File: config.mk
export PLATFORM = sky130hd
export DESIGN_NAME = sgnfc_ctrl
export DESIGN_NICKNAME = d
export VERILOG_FILES = /design/src/rtl/spatial_grid_nearest_free_cell_macros.svh /design/src/rtl/sgnfc_pkg.sv /design/src/rtl/sgnfc_ctrl.sv
export SDC_FILE = /design/constraint.sdc
export NUM_CORES = 1
export LEC_CHECK = 0
export ABC_AREA = 0
export BUFFER_PORTS_ARGS = -buffer_cell sky130_fd_sc_hd__buf_4
export CAP_MARGIN = 20
export CORE_MARGIN = 3
export CORE_UTILIZATION = 48
export CTS_CLUSTER_SIZE = 14
export DETAILED_ROUTE_END_ITERATION = 10
export GPL_ROUTABILITY_DRIVEN = 0
export PLACE_DENSITY = 0.88
export REMOVE_ABC_BUFFERS = 1
export SETUP_SLACK_MARGIN = 0.2
export SLEW_MARGIN = 20
export SYNTH_ARGS = -nofsm -noshare
export SYNTH_HDL_FRONTEND = slang
export SYNTH_SLANG_ARGS = --single-unit
File: constraint.sdc
create_clock -name clk_i -period 2.7 [get_ports clk_i]
set_input_delay 0.405 -clock clk_i [delete_from_list [all_inputs] [get_ports clk_i]]
set_output_delay 0.405 -clock clk_i [all_outputs]
set_load 0.05 [all_outputs]
File: src/rtl/spatial_grid_nearest_free_cell_macros.svh
// Assertion macros used by the spatial grid datapath
`ifndef SPATIAL_GRID_NEAREST_FREE_CELL_MACROS_SVH
`define SPATIAL_GRID_NEAREST_FREE_CELL_MACROS_SVH

// Same-cycle implication, checked out of reset
`define SGNFC_ASSERT_NOW(lbl, ante, cons, msg) \
  lbl: assert property (@(posedge clk_i) disable iff (!rst_ni) (ante) |-> (cons)) \
    else $error(msg);

// Next-cycle implication, checked out of reset
`define SGNFC_ASSERT_NEXT(lbl, ante, cons, msg) \
  lbl: assert property (@(posedge clk_i) disable iff (!rst_ni) (ante) |=> (cons)) \
    else $error(msg);

`endif

File: src/rtl/sgnfc_pkg.sv
// Shared types, constants and helpers of the spatial grid block
`default_nettype none

package sgnfc_pkg;

  localparam int CW            = 4;
  localparam int GRID_CELLS    = 1 << CW;
  localparam int CELL_SPAN     = 1024;
  localparam int CELL_SHIFT    = $clog2(CELL_SPAN);
  localparam int HALF_EXTENT   = 8192;
  localparam int SEARCH_SHELLS = 3;
  localparam int RW            = $clog2(SEARCH_SHELLS + 1);
  localparam int STORE_DEPTH   = GRID_CELLS * GRID_CELLS * GRID_CELLS;
  localparam int AW            = $clog2(STORE_DEPTH);
  localparam int ID_W          = 16;
  localparam int POS_W         = 16;
  localparam int NB_W          = 6;

  localparam logic [ID_W-1:0] EMPTY_ID = 16'hFFFF;
  localparam logic [NB_W-1:0] NB_RESET = 6'd63;

  typedef logic [CW-1:0] coord_t;

  typedef enum logic [1:0] {
    OP_CLEAR  = 2'd0,
    OP_INSERT = 2'd1,
    OP_QUERY  = 2'd2,
    OP_NOP    = 2'd3
  } op_e;

  typedef enum logic [2:0] {
    ST_PLACED      = 3'd0,
    ST_NO_FREE     = 3'd1,
    ST_NEIGHBOR    = 3'd2,
    ST_NO_NEIGHBOR = 3'd3,
    ST_CLEARED     = 3'd4
  } status_e;

  typedef enum logic [1:0] {
    SRC_HOLD  = 2'd0,
    SRC_STAGE = 2'd1,
    SRC_HOME  = 2'd2,
    SRC_ZERO  = 2'd3
  } src_e;

  typedef struct packed {
    logic    sweep;
    logic    start;
    logic    step;
    logic    kill;
    logic    wr;
    logic    hold_load;
    logic    emit;
    src_e    emit_src;
    status_e emit_status;
    logic    emit_last;
  } cmd_t;

  typedef struct packed {
    logic sweep_done;
    logic stg_hit;
    logic scan_busy;
    logic hold_vld;
    logic out_free;
    op_e  op;
  } sts_t;

  // Offset, clamp and scale down one axis of a position to a cell coordinate
  function automatic coord_t home_coord(input logic [POS_W-1:0] pos);
    logic signed [POS_W:0] p;
    logic signed [POS_W:0] pc;
    p  = $signed({pos[POS_W-1], pos}) + (POS_W+1)'(HALF_EXTENT);
    pc = p;
    if (p < (POS_W+1)'(1)) begin
      pc = (POS_W+1)'(1);
    end else if (p > (POS_W+1)'(2 * HALF_EXTENT - 1)) begin
      pc = (POS_W+1)'(2 * HALF_EXTENT - 1);
    end
    return pc[CELL_SHIFT +: CW];
  endfunction

endpackage

`default_nettype wire

File: src/rtl/sgnfc_ctrl.sv
// Controller state machine: sweeps, walk sequencing and result ordering
`default_nettype none

module sgnfc_ctrl (
  input  wire                          clk_i,
  input  wire                          rst_ni,
  input  wire                          in_valid_i,
  output logic                         in_ready_o,
  input  sgnfc_pkg::op_e               op_i,
  input  wire  [sgnfc_pkg::NB_W-1:0]   max_nb_i,
  input  sgnfc_pkg::sts_t              sts_i,
  output sgnfc_pkg::cmd_t              cmd_o
);
  import sgnfc_pkg::*;

  localparam logic [2:0] S_INIT    = 3'd0;
  localparam logic [2:0] S_IDLE    = 3'd1;
  localparam logic [2:0] S_CLEAR   = 3'd2;
  localparam logic [2:0] S_CLR_RES = 3'd3;
  localparam logic [2:0] S_WALK    = 3'd4;
  localparam logic [2:0] S_DRAIN   = 3'd5;

  logic [2:0]      state_q, state_d;
  logic [NB_W-1:0] count_q, count_d;
  logic [NB_W-1:0] lim;
  logic            at_limit;

  // a limit of zero acts as one
  assign lim      = (max_nb_i == '0) ? NB_W'(1) : max_nb_i;
  assign at_limit = (count_q == lim - NB_W'(1));
  assign in_ready_o = (state_q == S_IDLE);

  always_comb begin
    cmd_o   = '0;
    state_d = state_q;
    count_d = count_q;
    unique case (state_q)
      S_INIT: begin
        cmd_o.sweep = 1'b1;
        if (sts_i.sweep_done) state_d = S_IDLE;
      end
      S_IDLE: begin
        if (in_valid_i) begin
          unique case (op_i)
            OP_CLEAR: state_d = S_CLEAR;
            OP_INSERT, OP_QUERY: begin
              cmd_o.start = 1'b1;
              count_d     = '0;
              state_d     = S_WALK;
            end
            OP_NOP: state_d = S_IDLE;
          endcase
        end
      end
      S_CLEAR: begin
        cmd_o.sweep = 1'b1;
        if (sts_i.sweep_done) state_d = S_CLR_RES;
      end
      S_CLR_RES: begin
        if (sts_i.out_free) begin
          cmd_o.emit        = 1'b1;
          cmd_o.emit_src    = SRC_ZERO;
          cmd_o.emit_status = ST_CLEARED;
          cmd_o.emit_last   = 1'b1;
          state_d           = S_IDLE;
        end
      end
      S_WALK: begin
        if (sts_i.stg_hit) begin
          if (sts_i.op == OP_INSERT) begin
            if (sts_i.out_free) begin
              cmd_o.wr          = 1'b1;
              cmd_o.emit        = 1'b1;
              cmd_o.emit_src    = SRC_STAGE;
              cmd_o.emit_status = ST_PLACED;
              cmd_o.emit_last   = 1'b1;
              cmd_o.kill        = 1'b1;
              state_d           = S_IDLE;
            end
          end else if (!sts_i.hold_vld || sts_i.out_free) begin
            // push the held neighbour out and keep the new one back
            cmd_o.hold_load   = 1'b1;
            cmd_o.emit        = sts_i.hold_vld;
            cmd_o.emit_src    = SRC_HOLD;
            cmd_o.emit_status = ST_NEIGHBOR;
            count_d           = count_q + NB_W'(1);
            if (at_limit) begin
              cmd_o.kill = 1'b1;
              state_d    = S_DRAIN;
            end else begin
              cmd_o.step = 1'b1;
            end
          end
        end else if (!sts_i.scan_busy) begin
          if (sts_i.op == OP_QUERY && sts_i.hold_vld) begin
            state_d = S_DRAIN;
          end else if (sts_i.out_free) begin
            cmd_o.emit        = 1'b1;
            cmd_o.emit_src    = SRC_HOME;
            cmd_o.emit_status = (sts_i.op == OP_INSERT) ? ST_NO_FREE : ST_NO_NEIGHBOR;
            cmd_o.emit_last   = 1'b1;
            state_d           = S_IDLE;
          end
        end else begin
          cmd_o.step = 1'b1;
        end
      end
      S_DRAIN: begin
        if (sts_i.out_free) begin
          cmd_o.emit        = 1'b1;
          cmd_o.emit_src    = SRC_HOLD;
          cmd_o.emit_status = ST_NEIGHBOR;
          cmd_o.emit_last   = 1'b1;
          state_d           = S_IDLE;
        end
      end
      default: state_d = S_IDLE;
    endcase
  end

  always_ff @(posedge clk_i or negedge rst_ni) begin
    if (!rst_ni) begin
      state_q <= S_INIT;
      count_q <= '0;
    end else begin
      state_q <= state_d;
      count_q <= count_d;
    end
  end

endmodule

`default_nettype wire

# Word-level counts from Yosys, hierarchy flattened
# Index checks and enable logic that the tools add are counted.
# op_classes
n_mux	47
n_reduce_logical	12
add_sub_neg	2
n_eq_ne	21
# op_table
operator	n
two-way mux 7 bit	8
two-way mux 6 bit	7
two-way mux 3 bit	11
case mux 7 bit (3 select lines)	1
case mux 3 bit (5 select lines)	1
two-way mux 1 bit	13
inequality test 2 bit (second input constant)	6
case mux 6 bit (2 select lines)	1
AND reduction 6 bit	2
case mux 3 bit (3 select lines)	1
inequality test 4 bit (second input constant)	2
adder 6 x 1 -> 6 bit (second input constant)	1
equality test 2 bit (second input constant)	3
equality test 3 x 2 -> 1 bit (second input constant)	2
equality test 3 bit (second input constant)	2
equality test 6 bit	1
zero test 6 bit	1
two-way mux 2 bit	3
OR reduction 2 bit	3
subtractor 6 x 1 -> 6 bit (second input constant)	1
equality test 2 x 1 -> 1 bit (second input constant)	2
two-way mux 4 bit	1
equality test 3 x 1 -> 1 bit (second input constant)	1
zero test 3 bit	1
other kinds (7)	7
# word_totals
reg_bits	9
wordCells	84
input_bits	18
output_inout_bits	14

# Longest topological paths before layout
# depth
ltp_word	9
depth_mapped	8
mapped_depth_nobuf	8

# Least setup slack after synthesis
# No wires, ideal clock.
# synth_timing
kind	input to output
from	in max_nb_i[1] (netlist bit)
to	out cmd_o[10] (netlist bit)
slack_ps	-408
stages	8
required_time_ps	2295
arrival_ps	2703
path_buffers	0
path_cell_list	nor4_2 a21oi_1 ha_1 nand3b_1 a21oi_1 or4_1 and4bb_4 o21ai_1
# synth_rtl
element	line	text
start: declaration	sgnfc_ctrl.sv:10	input wire [sgnfc_pkg::NB_W-1:0] max_nb_i,
end: declaration	sgnfc_ctrl.sv:12	output sgnfc_pkg::cmd_t cmd_o

==> key figures <==
Status
  – Result of the run: finished with violations
  – Failing checks: negative setup slack

Detailed routing
  – Antenna violation net count after detailed routing: 0
  – Via Count: 1,125
  – Total wire length after detailed routing: 2770 um
  – Total iterations of the first detailed-routing run: 4
  – Average vias per placed instance: 5.83
  – Routed WL per cell: 14.3 um
  – Number of remaining DRC errors: 0
  – Initial DRC Count: 31

Die
  – Height of the die: 50.7 um
  – Area of the core: 1800 um^2
  – IO Count: 32
  – Initial core utilization: 53.3%
  – Die Outline Area: 2570 um^2
  – Rows: 15
  – Horiz. Die Dim: 50.7 um

Yosys
  – Mux share of post-synthesis cell area: 1.17%
  – Cell taking the most area after synthesis: dfrtp_1
  – Combinational family with the most area after synthesis: simple AND/OR/NAND/NOR gates
  – Async S/R FF share, synth: 100%
  – Commonest cells post-synth: nor2_1 (17), nand2_1 (13), inv_1 (10)
  – Area fraction in and, or, nand and nor cells after synthesis: 41.3%
  – Compound-cell area share of the yosys netlist: 13.7%
  – Cell types with the largest area share after synthesis: dfrtp_1 (23%), nor2_1 (6.6%), ha_1 (5.2%), nand2_1 (5.1%), nor3_1 (4.2%)
  – Share of Yosys cell area claimed by the top area cell type: 23.5%
  – Seq/Total Area, Yosys: 23.5%
  – Yosys warnings: 0
  – Post-synth design cell area: 960 um^2
  – Mean area per synthesized cell: 7.44 um^2
  – Distinct cells, synth: 40
  – Cell with the most instances after synthesis: nor2_1
  – Synth Area in Adders: 5.22%
  – Number of synthesized register bits: 9
  – Area share of xor/xnor cells in the synthesized design: 7.30%
  – Instance count of the mapped netlist: 129
  – Number of flops mapped to enable cells by yosys: 0
  – Predominant post-synthesis flop cell: dfrtp_1

Clocking
  – Root Buffer: clkbuf_4
  – Clock latency on the worst-skew pair: 0.26 ns
  – Clock tree sinks: 9
  – Clock input transition at the sequential cells of the worst setup and hold paths: 0.06 ns
  – CTS tree: yes
  – Total CTS buffers: 3
  – Max H-tree Level: 1
  – Buffer depth of the longest clock path: 2

STA
  – Smallest hold slack: 0.451 ns
  – Worst-case headroom to the max-slew limit: 74.7%
  – Worst-case clock skew: 0.00565 ns
  – Setup-violating endpoint count in the final report: 1
  – Fmax: 0.363 GHz
  – Final number of max-transition violations: 0
  – Clock period minus worst slack: 2.76 ns
  – Period utilization: 102%
  – Slew of the pin with the lowest slew margin: 0.370 ns
  – Unrepaired setup endpoints after global routing: true
  – Post-route worst setup slack: -0.0582 ns
  – Number of hold violations in the final report: 0

Worst hold path
  – Worst min-delay path category: in2reg

Placement
  – Total placed instance area: 1220 um^2
  – DP Wirelength: 2030 um
  – Number of port buffers: 31

Global routing
  – All-layer global routing usage: 22.5%
  – Final global-route overflow total: 0
  – Initial antenna violation count: 0
  – Largest net degree at the start of global routing: 12
  – Wire length of the first global-routing pass: 4370 um
  – Vias in the first global route: 1,059

Layout
  – Final core utilization: 73.3%
  – Number of inserted filler cells in the final layout: 158
  – Final instance area: 1320 um^2
  – Share of cells above drive strength 1: 29.8%
  – Count of inserted antenna diode cells: 0
  – Growth of design area from synthesis to finish: 37.5%
  – Final layout net count: 191

Setup path
  – Worst path required time: 2.30 ns
  – Max FO, Critical Path: 3
  – Worst setup path class: in2out
  – Arrival time of the worst setup path: 2.35 ns
  – Crit. End Element: output pin
  – Kind of start point of the critical path: primary input

Power and ir drop
  – Worst IR Drop VDD: 0.650 mV
  – PD cells: 646 nW/um^2
  – Leak pwr: 0.670 nW

Run
  – Max Cap Viol: 0
-- layout make-up --
| class | count | area (um^2) | share of cell area, % |
|---|---|---|---|
| multi-input combinational | 104 | 674 | 51.1 |
| clock buffer | 4 | 26.3 | 1.99 |
| inverter | 11 | 41.3 | 3.13 |
| tap | 25 | 31.3 | 2.37 |
| timing repair buffer | 40 | 322 | 24.4 |
| sequential | 9 | 225 | 17.1 |
-- per-stage QoR --
step / TNS (ns) / instances / power (mW) / setup slack, ns
finish: -0.0582 / 193 / 0.853 / -0.0582
global route: -0.226 / 193 / 0.901 / -0.149
floorplan: -0.997 / 124 / 0.572 / -0.408
global placement: -0.153 / 184 / 0.718 / -0.0863
detailed placement: -0.244 / 184 / 0.733 / -0.136
CTS: 0 / 192 / 0.851 / 0.00735
-- routing by layer --
layer | global-route usage (%) | wire, um
met5 | 0 | 0
met3 | 3.86 | 112
met1 | 23.3 | 1090
met4 | 10.3 | 72
met2 | 43.3 | 1490
-- placed cells by master (no fill, tap or decap), types with 3 or more instances in the layout --
| cell type | count |
|---|---|
| buf_4 | 35 |
| nor2_1 | 17 |
| nand2_1 | 13 |
| inv_1 | 10 |
| dfrtp_1 | 9 |
| nor3_1 | 8 |
| a21oi_1 | 6 |
| nand3_1 | 5 |
| xnor2_1 | 4 |
| o21ai_0 | 4 |
| nand2b_1 | 4 |
| nand4_1 | 4 |
| xor2_1 | 4 |
| nand4b_1 | 3 |
| ha_1 | 3 |
| clkbuf_4 | 3 |
| buf_6 | 3 |
-- where the power goes --
group,leakage [nW],switching [mW],total (mW),internal (mW)
Clock,0.0150,0.0470,0.104,0.0569
Sequential,0.121,0.0667,0.229,0.162
Combinational,0.534,0.322,0.520,0.197
Total,0.670,0.436,0.853,0.417
-- state kept, by name, summed over array words and instances, names as in the netlist --
signal	flops
count_q	6
state_q	3
-- logic make-up after synthesis --
logic type / count (synthesis)
fa+ha+maj: 4
flops: 9
xor+xnor: 8
mux: 1
compound gates: 20
buf+inv: 16
simple gates: 71
-- worst max-delay path: stages --
cell and delay [ns]:
buf_8 0.10, nor4_4 0.29, a21oi_1 0.11, ha_2 0.19
nand3b_1 0.08, a21oi_1 0.04, or4_1 0.53, and4bb_4 0.24
a21o_1 0.21, buf_6 0.16
-- what timing repair did --
action | CTS | global route
hold buffers | 1 | 0
pin swaps | 3 | 2
endpoints found under the setup margin | 2 | 2
hold endpoints to repair | 9 | 0
gates resized for setup | 8 | 0
buffers inserted | 3 | 1
-- path summary, 6_finish.rpt --
path	startpoint	to	slack [ns]	depth (start not counted)
setup / recovery	max_nb_i[1]	cmd_o[9]	-0.06	10
hold / removal	in_valid_i	state_q[1]$_DFFE_PN0P_	0.45	3
setup reg to reg	count_q[4]$_DFFE_PN0P_	state_q[0]$_DFFE_PN0P_	0.61	6
hold reg to reg	count_q[1]$_DFFE_PN0P_	count_q[1]$_DFFE_PN0P_	0.59	1
max in group asynchronous	rst_ni	count_q[2]$_DFFE_PN0P_	2.07	2
min in group asynchronous	rst_ni	count_q[1]$_DFFE_PN0P_	0.49	2
Power figures use the tool's default switching activity.
